**src/bdpc_pkg.sv**
```systemverilog
// ----------------------------------------------------------------------------
// bdpc_pkg: shared types and constants
// Register indexes, reset values, request codes and the configuration
// bundle of the button debounce / press classifier.
// ----------------------------------------------------------------------------
package bdpc_pkg;

  // configuration register width and index width
  localparam int unsigned CFG_W = 24;
  localparam int unsigned IDX_W = 2;

  // register indexes
  localparam logic [IDX_W-1:0] REG_DEBOUNCE    = 2'd0;
  localparam logic [IDX_W-1:0] REG_LONG_PRESS  = 2'd1;
  localparam logic [IDX_W-1:0] REG_CLOSED_HIGH = 2'd2;

  // register reset values
  localparam logic [CFG_W-1:0] DEBOUNCE_RST    = 24'd20000;
  localparam logic [CFG_W-1:0] LONG_PRESS_RST  = 24'd1000000;
  localparam logic             CLOSED_HIGH_RST = 1'b0;

  // request type codes
  localparam logic REQ_EDGE = 1'b0;
  localparam logic REQ_POLL = 1'b1;

  // configuration bundle
  typedef struct packed {
    logic [CFG_W-1:0] debounce_us;
    logic [CFG_W-1:0] long_press_us;
    logic             closed_is_high;
  } cfg_t;

endpackage

```
**src/bdpc_in_if.sv**
```systemverilog
// ----------------------------------------------------------------------------
// bdpc_in_if: input channel
// Valid/ready channel carrying one timestamped pin observation per word.
// ----------------------------------------------------------------------------
interface bdpc_in_if #(
  parameter int unsigned TW = 48
);
  logic          valid;
  logic          ready;
  logic          req_type;
  logic          pin_level;
  logic [TW-1:0] time_us;

  modport source (output valid, output req_type, output pin_level, output time_us,
                  input ready);
  modport sink   (input valid, input req_type, input pin_level, input time_us,
                  output ready);
endinterface

```
**src/bdpc_out_if.sv**
```systemverilog
// ----------------------------------------------------------------------------
// bdpc_out_if: result channel
// Valid/ready channel carrying one debounce / press result word.
// ----------------------------------------------------------------------------
interface bdpc_out_if #(
  parameter int unsigned TW = 48
);
  logic          valid;
  logic          ready;
  logic          change_valid;
  logic          change_closed;
  logic [TW-1:0] change_time_us;
  logic          short_press;
  logic          long_press;
  logic          held_repeat;
  logic          pressed_now;

  modport source (output valid, output change_valid, output change_closed,
                  output change_time_us, output short_press, output long_press,
                  output held_repeat, output pressed_now, input ready);
  modport sink   (input valid, input change_valid, input change_closed,
                  input change_time_us, input short_press, input long_press,
                  input held_repeat, input pressed_now, output ready);
endinterface

```
**src/button_debounce_press_classifier_top.sv**
```systemverilog
// ----------------------------------------------------------------------------
// button_debounce_press_classifier_top: button debouncer and press classifier
// Input register, single-cycle step logic and output register.
// ----------------------------------------------------------------------------
// Each input word (an edge event or a poll with the live level) yields exactly
// one result word: a debounced change report with the time the level first
// moved away, the short / long / held-repeat press flags, and the current
// debounced closed state. One word is accepted every cycle while the result
// side takes words; a stall on out_o.ready holds both registers. A word
// accepted sits in the input register, passes the step logic and is presented
// from the output register. The tracking state updates in the same cycle a
// word moves between the two registers, which sets the one-word-per-cycle
// rate. Configuration is written through a plain write port; the user must do
// so only while the block is idle, which the block itself does not enforce.
module button_debounce_press_classifier_top #(
  parameter int unsigned TIME_BITS = 48
) (
  input  logic                       clk_i,
  input  logic                       rst_ni,
  input  logic                       cfg_we_i,
  input  logic [bdpc_pkg::IDX_W-1:0] cfg_idx_i,
  input  logic [bdpc_pkg::CFG_W-1:0] cfg_wdata_i,
  bdpc_in_if.sink                    in_i,
  bdpc_out_if.source                 out_o
);

  localparam int unsigned TW = TIME_BITS;

  bdpc_pkg::cfg_t cfg;

  // input register
  logic          in_v_q;
  logic          type_q;
  logic          level_q;
  logic [TW-1:0] time_q;

  // output register
  logic          out_v_q;
  logic          chg_q, chg_cl_q, short_q, long_q, held_q, press_q;
  logic [TW-1:0] chg_t_q;

  // step results
  logic          chg_d, chg_cl_d, short_d, long_d, held_d, press_d;
  logic [TW-1:0] chg_t_d;

  logic advance;
  assign advance    = in_v_q && (!out_v_q || out_o.ready);
  assign in_i.ready = !in_v_q || advance;

  bdpc_cfg u_cfg (
    .clk_i   (clk_i),
    .rst_ni  (rst_ni),
    .we_i    (cfg_we_i),
    .idx_i   (cfg_idx_i),
    .wdata_i (cfg_wdata_i),
    .cfg_o   (cfg)
  );

  bdpc_core #(.TW(TW)) u_core (
    .clk_i            (clk_i),
    .rst_ni           (rst_ni),
    .fire_i           (advance),
    .cfg_i            (cfg),
    .req_type_i       (type_q),
    .pin_level_i      (level_q),
    .time_us_i        (time_q),
    .change_valid_o   (chg_d),
    .change_closed_o  (chg_cl_d),
    .change_time_us_o (chg_t_d),
    .short_press_o    (short_d),
    .long_press_o     (long_d),
    .held_repeat_o    (held_d),
    .pressed_now_o    (press_d)
  );

  // valid flags
  always_ff @(posedge clk_i or negedge rst_ni) begin
    if (!rst_ni) begin
      in_v_q  <= 1'b0;
      out_v_q <= 1'b0;
    end else begin
      if (in_i.ready) begin
        in_v_q <= in_i.valid;
      end
      if (advance) begin
        out_v_q <= 1'b1;
      end else if (out_o.ready) begin
        out_v_q <= 1'b0;
      end
    end
  end

  // input word capture
  always_ff @(posedge clk_i) begin
    if (in_i.valid && in_i.ready) begin
      type_q  <= in_i.req_type;
      level_q <= in_i.pin_level;
      time_q  <= in_i.time_us;
    end
  end

  // result word capture
  always_ff @(posedge clk_i) begin
    if (advance) begin
      chg_q    <= chg_d;
      chg_cl_q <= chg_cl_d;
      chg_t_q  <= chg_t_d;
      short_q  <= short_d;
      long_q   <= long_d;
      held_q   <= held_d;
      press_q  <= press_d;
    end
  end

  assign out_o.valid          = out_v_q;
  assign out_o.change_valid   = chg_q;
  assign out_o.change_closed  = chg_cl_q;
  assign out_o.change_time_us = chg_t_q;
  assign out_o.short_press    = short_q;
  assign out_o.long_press     = long_q;
  assign out_o.held_repeat    = held_q;
  assign out_o.pressed_now    = press_q;

`ifndef ASSERT_OFF
  // edges never raise long-press or held-repeat flags
  a_edge_no_long: assert property (@(posedge clk_i) disable iff (!rst_ni)
    (advance && type_q == bdpc_pkg::REQ_EDGE) |=> (!long_q && !held_q))
    else $error("long or held flag on an edge word");

  // long-press flags only while debounced closed
  a_long_pressed: assert property (@(posedge clk_i) disable iff (!rst_ni)
    (out_v_q && (long_q || held_q)) |-> press_q)
    else $error("long or held flag while open");

  // a reported change matches the debounced state after the word
  a_change_state: assert property (@(posedge clk_i) disable iff (!rst_ni)
    (out_v_q && chg_q) |-> (chg_cl_q == press_q))
    else $error("change report disagrees with debounced state");

  // a short press ends only on a release report
  a_short_release: assert property (@(posedge clk_i) disable iff (!rst_ni)
    (out_v_q && short_q) |-> (chg_q && !chg_cl_q))
    else $error("short press without release report");
`endif

endmodule

```
**src/bdpc_cfg.sv**
```systemverilog
// ----------------------------------------------------------------------------
// bdpc_cfg: configuration registers
// Write-only register file for debounce time, long-press time and polarity.
// ----------------------------------------------------------------------------
module bdpc_cfg (
  input  logic                        clk_i,
  input  logic                        rst_ni,
  input  logic                        we_i,
  input  logic [bdpc_pkg::IDX_W-1:0]  idx_i,
  input  logic [bdpc_pkg::CFG_W-1:0]  wdata_i,
  output bdpc_pkg::cfg_t              cfg_o
);

  bdpc_pkg::cfg_t cfg_q;

  // register writes; unknown indexes are dropped
  always_ff @(posedge clk_i or negedge rst_ni) begin
    if (!rst_ni) begin
      cfg_q.debounce_us    <= bdpc_pkg::DEBOUNCE_RST;
      cfg_q.long_press_us  <= bdpc_pkg::LONG_PRESS_RST;
      cfg_q.closed_is_high <= bdpc_pkg::CLOSED_HIGH_RST;
    end else if (we_i) begin
      case (idx_i)
        bdpc_pkg::REG_DEBOUNCE:    cfg_q.debounce_us    <= wdata_i;
        bdpc_pkg::REG_LONG_PRESS:  cfg_q.long_press_us  <= wdata_i;
        bdpc_pkg::REG_CLOSED_HIGH: cfg_q.closed_is_high <= wdata_i[0];
        default: ;
      endcase
    end
  end

  assign cfg_o = cfg_q;

endmodule

```
**src/bdpc_core.sv**
```systemverilog
// ----------------------------------------------------------------------------
// bdpc_core: debounce and press classification step
// Holds the tracking state and computes one result word per fired item.
// ----------------------------------------------------------------------------
module bdpc_core #(
  parameter int unsigned TW = 48
) (
  input  logic           clk_i,
  input  logic           rst_ni,
  input  logic           fire_i,
  input  bdpc_pkg::cfg_t cfg_i,
  input  logic           req_type_i,
  input  logic           pin_level_i,
  input  logic [TW-1:0]  time_us_i,
  output logic           change_valid_o,
  output logic           change_closed_o,
  output logic [TW-1:0]  change_time_us_o,
  output logic           short_press_o,
  output logic           long_press_o,
  output logic           held_repeat_o,
  output logic           pressed_now_o
);

  // tracking state
  logic          isr_q, isr_d;
  logic          raw_q, raw_d;
  logic          deb_q, deb_d;
  logic [TW-1:0] let_t_q, let_t_d;
  logic          let_v_q, let_v_d;
  logic [TW-1:0] aw_t_q, aw_t_d;
  logic          aw_v_q, aw_v_d;
  logic [TW-1:0] pm_t_q, pm_t_d;
  logic          pm_v_q, pm_v_d;
  logic          held_q, held_d;

  // now strictly after then, by more than limit
  function automatic logic exceeds(input logic [TW-1:0] now, input logic [TW-1:0] then,
                                   input logic [TW-1:0] limit);
    logic [TW-1:0] diff;
    diff = now - then;
    return (now > then) && (diff > limit);
  endfunction

  logic [TW-1:0] deb_lim, lp_lim;
  assign deb_lim = TW'(cfg_i.debounce_us);
  assign lp_lim  = TW'(cfg_i.long_press_us);

  // one item: raw event, timeout check, report, long-press check
  always_comb begin
    logic          closed;
    logic          is_poll;
    logic          ev;
    logic          rep;
    logic          rep_closed;
    logic [TW-1:0] rep_time;
    logic [TW-1:0] pm_diff;

    closed     = (pin_level_i == cfg_i.closed_is_high);
    is_poll    = (req_type_i == bdpc_pkg::REQ_POLL);
    ev         = 1'b0;
    rep        = 1'b0;
    rep_closed = 1'b0;
    rep_time   = '0;

    isr_d   = isr_q;
    raw_d   = raw_q;
    deb_d   = deb_q;
    let_t_d = let_t_q;
    let_v_d = let_v_q;
    aw_t_d  = aw_t_q;
    aw_v_d  = aw_v_q;
    pm_t_d  = pm_t_q;
    pm_v_d  = pm_v_q;
    held_d  = held_q;

    short_press_o = 1'b0;
    long_press_o  = 1'b0;
    held_repeat_o = 1'b0;

    // edge filter, or poll level mismatch
    if (!is_poll) begin
      if (closed != isr_q) begin
        isr_d = closed;
        ev    = 1'b1;
      end
    end else begin
      ev = (closed != raw_q);
    end

    // raw-level event, dropped when level unchanged or time stale
    if (ev && !(raw_q == closed || (let_v_q && time_us_i <= let_t_q))) begin
      let_t_d = time_us_i;
      let_v_d = 1'b1;
      raw_d   = closed;
      if (closed != deb_q) begin
        aw_t_d = time_us_i;
        aw_v_d = 1'b1;
      end else if (aw_v_q && exceeds(time_us_i, aw_t_q, deb_lim)) begin
        rep        = 1'b1;
        rep_closed = !closed;
        rep_time   = aw_t_q;
        deb_d      = !closed;
        aw_t_d     = time_us_i;
      end
    end

    // poll timeout: level stayed away long enough
    if (is_poll && aw_v_d && (deb_d != raw_d) && exceeds(time_us_i, aw_t_d, deb_lim)) begin
      deb_d      = raw_d;
      rep        = 1'b1;
      rep_closed = raw_d;
      rep_time   = aw_t_d;
    end

    // report a debounced change to the press classifier
    if (rep) begin
      if (rep_closed) begin
        pm_t_d = rep_time;
        pm_v_d = 1'b1;
      end else begin
        if (pm_v_d && !held_d && (rep_time < pm_t_d || (rep_time - pm_t_d) < lp_lim)) begin
          pm_t_d        = rep_time;
          short_press_o = 1'b1;
        end
        held_d = 1'b0;
      end
    end

    // long press and held repeat, polls only
    pm_diff = time_us_i - pm_t_d;
    if (is_poll && deb_d && pm_v_d && time_us_i >= pm_t_d && pm_diff >= lp_lim) begin
      pm_t_d = time_us_i;
      if (!held_d) begin
        held_d       = 1'b1;
        long_press_o = 1'b1;
      end else begin
        held_repeat_o = 1'b1;
      end
    end

    change_valid_o   = rep;
    change_closed_o  = rep_closed;
    change_time_us_o = rep_time;
    pressed_now_o    = deb_d;
  end

  // control state
  always_ff @(posedge clk_i or negedge rst_ni) begin
    if (!rst_ni) begin
      isr_q   <= 1'b0;
      raw_q   <= 1'b0;
      deb_q   <= 1'b0;
      let_v_q <= 1'b0;
      aw_v_q  <= 1'b0;
      pm_v_q  <= 1'b0;
      held_q  <= 1'b0;
    end else if (fire_i) begin
      isr_q   <= isr_d;
      raw_q   <= raw_d;
      deb_q   <= deb_d;
      let_v_q <= let_v_d;
      aw_v_q  <= aw_v_d;
      pm_v_q  <= pm_v_d;
      held_q  <= held_d;
    end
  end

  // timestamps, only read behind their valid bits
  always_ff @(posedge clk_i) begin
    if (fire_i) begin
      let_t_q <= let_t_d;
      aw_t_q  <= aw_t_d;
      pm_t_q  <= pm_t_d;
    end
  end

endmodule

```
**src/flat_wrapper.sv**
```systemverilog
// flat-port wrapper written by rule: the top's interface ports become plain ports
module button_debounce_press_classifier_top_flat 
#(
  parameter int unsigned TIME_BITS = 48
)
  (clk_i, rst_ni, cfg_we_i, cfg_idx_i, cfg_wdata_i, in_i_valid, in_i_req_type, in_i_pin_level, in_i_time_us, in_i_ready, out_o_valid, out_o_change_valid, out_o_change_closed, out_o_change_time_us, out_o_short_press, out_o_long_press, out_o_held_repeat, out_o_pressed_now, out_o_ready);
  bdpc_in_if #(.TW((48))) in_i_i ();
  bdpc_out_if #(.TW((48))) out_o_i ();
  input  logic clk_i;
  input  logic rst_ni;
  input  logic cfg_we_i;
  input  logic [bdpc_pkg::IDX_W-1:0] cfg_idx_i;
  input  logic [bdpc_pkg::CFG_W-1:0] cfg_wdata_i;
  input wire logic [$bits(in_i_i.valid)-1:0] in_i_valid;
  input wire logic [$bits(in_i_i.req_type)-1:0] in_i_req_type;
  input wire logic [$bits(in_i_i.pin_level)-1:0] in_i_pin_level;
  input wire logic [$bits(in_i_i.time_us)-1:0] in_i_time_us;
  output wire logic [$bits(in_i_i.ready)-1:0] in_i_ready;
  output wire logic [$bits(out_o_i.valid)-1:0] out_o_valid;
  output wire logic [$bits(out_o_i.change_valid)-1:0] out_o_change_valid;
  output wire logic [$bits(out_o_i.change_closed)-1:0] out_o_change_closed;
  output wire logic [$bits(out_o_i.change_time_us)-1:0] out_o_change_time_us;
  output wire logic [$bits(out_o_i.short_press)-1:0] out_o_short_press;
  output wire logic [$bits(out_o_i.long_press)-1:0] out_o_long_press;
  output wire logic [$bits(out_o_i.held_repeat)-1:0] out_o_held_repeat;
  output wire logic [$bits(out_o_i.pressed_now)-1:0] out_o_pressed_now;
  input wire logic [$bits(out_o_i.ready)-1:0] out_o_ready;
  assign in_i_i.valid = in_i_valid;
  assign in_i_i.req_type = in_i_req_type;
  assign in_i_i.pin_level = in_i_pin_level;
  assign in_i_i.time_us = in_i_time_us;
  assign in_i_ready = in_i_i.ready;
  assign out_o_valid = out_o_i.valid;
  assign out_o_change_valid = out_o_i.change_valid;
  assign out_o_change_closed = out_o_i.change_closed;
  assign out_o_change_time_us = out_o_i.change_time_us;
  assign out_o_short_press = out_o_i.short_press;
  assign out_o_long_press = out_o_i.long_press;
  assign out_o_held_repeat = out_o_i.held_repeat;
  assign out_o_pressed_now = out_o_i.pressed_now;
  assign out_o_i.ready = out_o_ready;
  button_debounce_press_classifier_top #(.TIME_BITS(TIME_BITS)) u_core (.clk_i(clk_i), .rst_ni(rst_ni), .cfg_we_i(cfg_we_i), .cfg_idx_i(cfg_idx_i), .cfg_wdata_i(cfg_wdata_i), .in_i(in_i_i), .out_o(out_o_i));
endmodule
```
**config.mk**
```make
export PLATFORM = sky130hd
export DESIGN_NAME = button_debounce_press_classifier_top_flat
export DESIGN_NICKNAME = d
export VERILOG_FILES = /design/src/bdpc_pkg.sv /design/src/bdpc_in_if.sv /design/src/bdpc_out_if.sv /design/src/button_debounce_press_classifier_top.sv /design/src/bdpc_cfg.sv /design/src/bdpc_core.sv /design/src/flat_wrapper.sv
export SDC_FILE = /design/constraint.sdc
export NUM_CORES = 1
export LEC_CHECK = 0
export BUFFER_PORTS_ARGS = -buffer_cell sky130_fd_sc_hd__buf_2
export CELL_PAD_IN_SITES_DETAIL_PLACEMENT = 2
export CELL_PAD_IN_SITES_GLOBAL_PLACEMENT = 2
export CORE_UTILIZATION = 40
export CTS_CLUSTER_SIZE = 20
export DETAILED_ROUTE_END_ITERATION = 8
export PLACE_DENSITY_LB_ADDON = 0.15
export SLEW_MARGIN = 5
export SYNTH_ARGS = -nofsm -noshare
export SYNTH_HDL_FRONTEND = slang
export SYNTH_SLANG_ARGS = --single-unit
```
**constraint.sdc**
```tcl
create_clock -name clk_i -period 23.1 [get_ports clk_i]
set_clock_uncertainty 0.05 [all_clocks]
set_input_delay 2.31 -clock clk_i [delete_from_list [all_inputs] [get_ports clk_i]]
set_output_delay 2.31 -clock clk_i [all_outputs]
set_load 0.005 [all_outputs]
```
### Word-level counts from Yosys, hierarchy flattened

Cells that the tools add are included.

* equality and inequality tests: 8
* bitwise logic cells: 2
* mux-type cells: 38
* $add $sub $neg: 4
* order comparisons: 9
* reduce and logical (&&, ||, !) cells: 33

Operators by type and width (number)
* $mux W48: 11
* $sub A48 B48 Y48: 4
* $gt A48 B24 Y1: 2
* $gt A48 B48 Y1: 2
* $ge A48 B24 Y1: 1
* $ge A48 B48 Y1: 1
* $le A48 B48 Y1: 1
* $lt A48 B24 Y1: 1
* $lt A48 B48 Y1: 1
* $mux W1: 27
* $logic_and A1 B1 Y1: 16
* $reduce_and A2 Y1: 4
* $logic_not A1 Y1: 5
* $logic_or A1 B1 Y1: 4
* $ne A1 B1 Y1: 4
* $reduce_and A3 Y1: 1
* $eq A1 B1 Y1: 2
* $eq A2 B1 Y1 const B: 1
* $eq A2 B2 Y1 const B: 1
* $logic_not A2 Y1: 1
* $not A1 Y1: 2
* $reduce_bool A2 Y1: 1
* $reduce_or A2 Y1: 1

* register bits after elaboration: 306
* output and inout port bits: 56
* logic and storage cells: 119
* input port bits: 81

### Logic depth before layout (Yosys ltp)

* depth in word-level cells: 23
* mapped depth: 110

### By module

Synthesis repeated with hierarchy kept, for this count alone.

* cells, all modules: 3385
* area total of the unflattened synthesis: 29608.4 um2

By module, submodules not included
* bdpc_core: cells each 3168, sequential area each 4499.3 um2, times used 1, area each 24521.0 um2
* button_debounce_press_classifier_top: cells each 112, sequential area each 3173.0 um2, times used 1, area each 3226.8 um2
* bdpc_cfg: cells each 105, sequential area each 1241.2 um2, times used 1, area each 1860.5 um2

### Worst setup path after synthesis

Ideal clock, no wire load.

* kind: register to register
* start: register u_core.time_q[0]
* end: register u_core.u_core.pm_t_q[1] (data pin)
* setup slack: 3.206 ns
* stages on the path, launching flop included: 107
* required time: 22.778 ns
* library setup time: 0.272 ns
* arrival time: 19.572 ns
* cells stage by stage: edfxtp_1 > inv_1 > ha_1 > inv_1 > fa_1 > a211oi_2 > nor4b_2 > a2111oi_2 > o2111ai_2 > nand2_2 > o31a_2 > xnor2_1 > ha_1 > a21oi_1 > nand2_1 > a21o_1 > a2bb2oi_1 > nor4_1 > [... 71 more ...] > nand2_1 > a21oi_1 > xnor2_1 > ha_1 > nor2b_1 > o21ai_0 > nand4_1 > or4_1 > nor3_1 > nand3_1 > nor4_1 > nand4_1 > nor4_1 > nand3_1 > or4_1 > nand4_1 > buf_2 > mux2i_1

* word-level cells in the longest chain between the ends: 23
* elaborated cells between the ends (all ways): 57

RTL lines
* from (decl): RTL line button_debounce_press_classifier_top.sv:35 `logic [TW-1:0] time_q;`
* from (signal assigned): RTL line button_debounce_press_classifier_top.sv:98 `time_q <= in_i.time_us;`
* $sub A48 B48 Y48: RTL line bdpc_core.sv:40 `diff = now - then;`
* $gt A48 B24 Y1: RTL line bdpc_core.sv:41 `return (now > then) && (diff > limit);`
* $logic_and A1 B1 Y1: RTL line bdpc_core.sv:41
* $logic_and A1 B1 Y1: RTL line bdpc_core.sv:98 `end else if (aw_v_q && exceeds(time_us_i, aw_t_q, deb_lim)) begin`
* $mux W48: RTL line bdpc_core.sv:98
* $mux W48: RTL line bdpc_core.sv:95 `if (closed != deb_q) begin`
* $mux W48: RTL line bdpc_core.sv:91 `if (ev && !(raw_q == closed || (let_v_q && time_us_i <= let_t_q))) begin`
* $sub A48 B48 Y48: RTL line bdpc_core.sv:40
* [... 4 more ...]
* net u_core.chg_t_d[4]: RTL line button_debounce_press_classifier_top.sv:44 `logic [TW-1:0] chg_t_d;`
* [... 4 more ...]
* $mux W48: RTL line bdpc_core.sv:121 `if (pm_v_d && !held_d && (rep_time < pm_t_d || (rep_time - pm_t_d) < lp_lim)) begin`
* $mux W48 (*): RTL line bdpc_core.sv:117 `if (rep_closed) begin`
* $mux W48 (*): RTL line bdpc_core.sv:116 `if (rep) begin`
* $sub A48 B48 Y48 or $ge A48 B48 Y1 (tied branches): RTL line bdpc_core.sv:130, bdpc_core.sv:131
* $ge A48 B24 Y1 or $logic_and A1 B1 Y1 (tied branches): RTL line bdpc_core.sv:131 `if (is_poll && deb_d && pm_v_d && time_us_i >= pm_t_d && pm_diff >= lp_lim) begin`
* $logic_and A1 B1 Y1: RTL line bdpc_core.sv:131
* $mux W48 (*): RTL line bdpc_core.sv:131
* net u_core.u_core.pm_t_d[1]: RTL line bdpc_core.sv:32 `logic [TW-1:0] pm_t_q, pm_t_d;`
* to (signal assigned): RTL line bdpc_core.sv:173 `pm_t_q <= pm_t_d;`
* to (decl): RTL line bdpc_core.sv:32

Mark *: on every way through the listed nets, which the timed path passes. The rest lies on a longest branch.
A chain may end at the register's enable or synchronous reset.

### Worst setup path in the final report

* start: register u_core.time_q[0]
* end: register u_core.u_core.pm_t_q[6] (data pin)

The elaborated chain is that of the path after synthesis.

==> impl_metrics.yaml <==
synthesis:
  synth_top_area_share: 0.264
  ys_types: 94
  yosys.area.top_type: "edfxtp_1"
  synth-seq-area-share: 0.316
  synth-edff-count: 248
  async_flop_share: 0.190
  synth_area_sq_um: 28200
  synth_flop_cell: "edfxtp_1"
  synth_common_cells: "342 x inv_1, 337 x ha_1, 273 x a21oi_1, 248 x edfxtp_1, 233 x nand2_1"
  ys_top_cells_by_area: "edfxtp_1 26%, ha_1 15%, mux2i_1 5.9%"
  synth_fp_nets: 3609
  syn_inst: 3187
  ys_ff_latch: 306
  post-synth-top-count-cell: "inv_1"
  syn_avg_cell_area_sq_um: 8.86
  yosys_warnings: 0
sta:
  period_share: 0.984
  post-route-min-period_ps: 22720
  max-slew-margin-rel: 0.247
  slew_viol_final: 0
  tightest_slew_ps: 1120
  finalSetupViolations: 0
  whs_ps: 465
  max_freq_mhz: 44.0
  final_hold_viol_count: 0
clocking:
  numCtsBuffers: 40
  cts-hold-fix-buffers: 0
  clockBufferDepth: 3
  clk_pin_slew_worst_paths_ps: 70
  cts_root_buf: "clkbuf_16"
  clock_latency_ps: 610
  cts_sinks: 306
  cts_tree: "yes"
  htree_num_levels: 2
placement:
  placed_cells: 4239
  numPortBuffers: 136
  hpwl_mm: 102
  place_congestion: 0.968
  placed_area_sq_um: 30300
worst_setup_path:
  cp_slowest_cell: "or4_4"
  r2r_end: "u_core.u_core.pm_t_q[6]$_DFFE_PP_"
  crit_start: "u_core.time_q[0]$_DFFE_PP_"
  start_kind: "flop"
  path_class: "flop to flop"
  cpPeakStageDelay_ps: 510
  crit_required_ps: 23480
  reg2reg_from: "u_core.time_q[0]$_DFFE_PP_"
  cp-end-kind: "flop"
  r2r_slack_ps: 380
  arrival_ps: 23110
  cp_max_fo: 13
  reg2reg_depth: 113
layout:
  fill_cells: 7568
  instances_no_fill: 4341
  syn_to_final_growth_pct: 15.4
  drive_gt1_frac: 0.147
  layout.nets: 3789
  final_area_sq_um: 32600
min_path:
  min_to: "u_core.u_cfg.cfg_o[6]$_DFFE_PN0P_"
  hold_path.class: "flop to flop"
  min-delay-start: "u_core.u_cfg.cfg_o[6]$_DFFE_PN0P_"
  min_path_cells: 1
global_route:
  grt_pass1_wl_mm: 186
  grt_max_degree: 97
  antenna_found_initial: 8
  grtUsageTotal: 0.349
  gr-total-overflow: 0
  grt_pass1_vias: 28700
run_status:
  violations: "DRC"
  status: "finished with violations"
power:
  irDropWorstVdd_mv: 0.0750
  p_total_w: 0.00436
  powerDensity_nw_per_um2: 134
  p_leak_nw: 14.6
drt:
  drc: 4
  drtAntennaViolNets: 0
  drt-vias-per-instance: 6.30
  num_vias: 27400
  post_drt_wl_per_cell_microns: 30.5
  drt_iter0_drc: 2253
  finalWirelength_mm: 133
  firstDrtPassIters: 9
run:
  max-cap-violations: 0
die:
  fp.dieH_microns: 268
  initial_core_util: 0.404
  die_w_microns: 268
  rows: 97
  die_area_sq_um: 71600
  pin_count: 137
  fp.coreArea_sq_um: 69900
report_power, final:
group / internal, W / switching, W / leakage, nW / total, W
Clock: 0.000373 / 0.000289 / 0.642 / 0.000662
Sequential: 0.000741 / 0.0000763 / 3.05 / 0.000818
Combinational: 0.00106 / 0.00183 / 10.9 / 0.00288
worst max path at each step:
stage | to | depth (start not counted)
finish | u_core.u_core.pm_t_q[6]$_DFFE_PP_ | 113
global route | u_core.u_core.pm_t_q[15]$_DFFE_PP_ | 110
CTS | u_core.u_core.pm_t_q[40]$_DFFE_PP_ | 111
detailed placement | u_core.u_core.pm_t_q[40]$_DFFE_PP_ | 103
global placement | u_core.u_core.pm_t_q[0]$_DFFE_PP_ | 105
floorplan | u_core.u_core.pm_t_q[1]$_DFFE_PP_ | 106
layout make-up:
| cell class | count | area (sq um) | area share |
|---|---|---|---|
| flip-flops and latches | 306 | 8910 | 0.274 |
| repair buffers | 255 | 1730 | 0.0531 |
| inverters | 342 | 1290 | 0.0396 |
| diodes | 2 | 5.00 | 0.000154 |
| multi-input cells | 2422 | 18100 | 0.556 |
| well taps | 940 | 1180 | 0.0361 |
| clock inverters | 23 | 244 | 0.00749 |
| clock buffers | 51 | 1090 | 0.0335 |
logic make-up after synthesis:
group,count (synthesis),share of synthesized area
simple gates,840,0.150
mux,200,0.0726
fa+ha+maj,341,0.152
compound gates,924,0.210
flops,306,0.316
buf+inv,459,0.0637
xor+xnor,117,0.0363
worst max-delay path, delay by kind of cell, from the launching register on:
kind | cells | cell delay, ps
buf+inv | 15 | 2530
simple gates | 37 | 6930
fa+ha+maj | 9 | 2740
xor+xnor | 4 | 590
flops | 1 | 410
compound gates | 45 | 8490
mux | 3 | 740
repair_timing:
item	CTS	global route
pin swaps	2	23
setup buffers	3	19
resized for setup	21	108
setup endpoints to repair	51	51
hold endpoints to repair	0	0
gates cloned	1	3
metrics by stage:
step | setup TNS (ps) | utilization | setup WS [ps]
floorplan | 0 | - | 3210
global placement | 0 | 0.434 | 15.0
detailed placement | -51410 | 0.434 | -1100
CTS | 0 | 0.455 | 5.97
global route | -23940 | 0.466 | -620
finish | 0 | 0.466 | 376
placed cells by master (no fill, tap or decap), types with 35 or more instances in the layout:
master     netlist  routed
a21o_1          98      98
mux2i_1        166     146
nand2_1        233     233
buf_2           23     136
xnor2_1         75      75
clkbuf_16        0      43
ha_1           337     326
o21ai_0        171     163
xor2_1          42      42
nor2_1         150     149
nor3_1          47      47
dfrtp_1         46      46
nand3_1        101     100
edfxtp_1       248     248
buf_4            6     108
o21a_1          39      39
a21oi_1        273     258
inv_1          342     340
nand4_1         92      92
o21ai_1         53      53
nor2b_1         37      35
metal layers:
layer	up-vias	routed length (microns)	track usage
met4	4	5460	0.118
met5	-	30	0
met3	238	7790	0.0470
met2	867	61900	0.576
met1	14100	57500	0.467
li1	12200	-	-
flip-flops by register name, summed over array words and instances (netlist names), 48 cells and up:
signal	flops
u_core.out_o.change_time_us	48
u_core.time_q	48
u_core.u_cfg.cfg_o	49
u_core.u_core.aw_t_q	48
u_core.u_core.let_t_q	48
u_core.u_core.pm_t_q	48
Note: power is estimated with default switching activity, not from simulation.
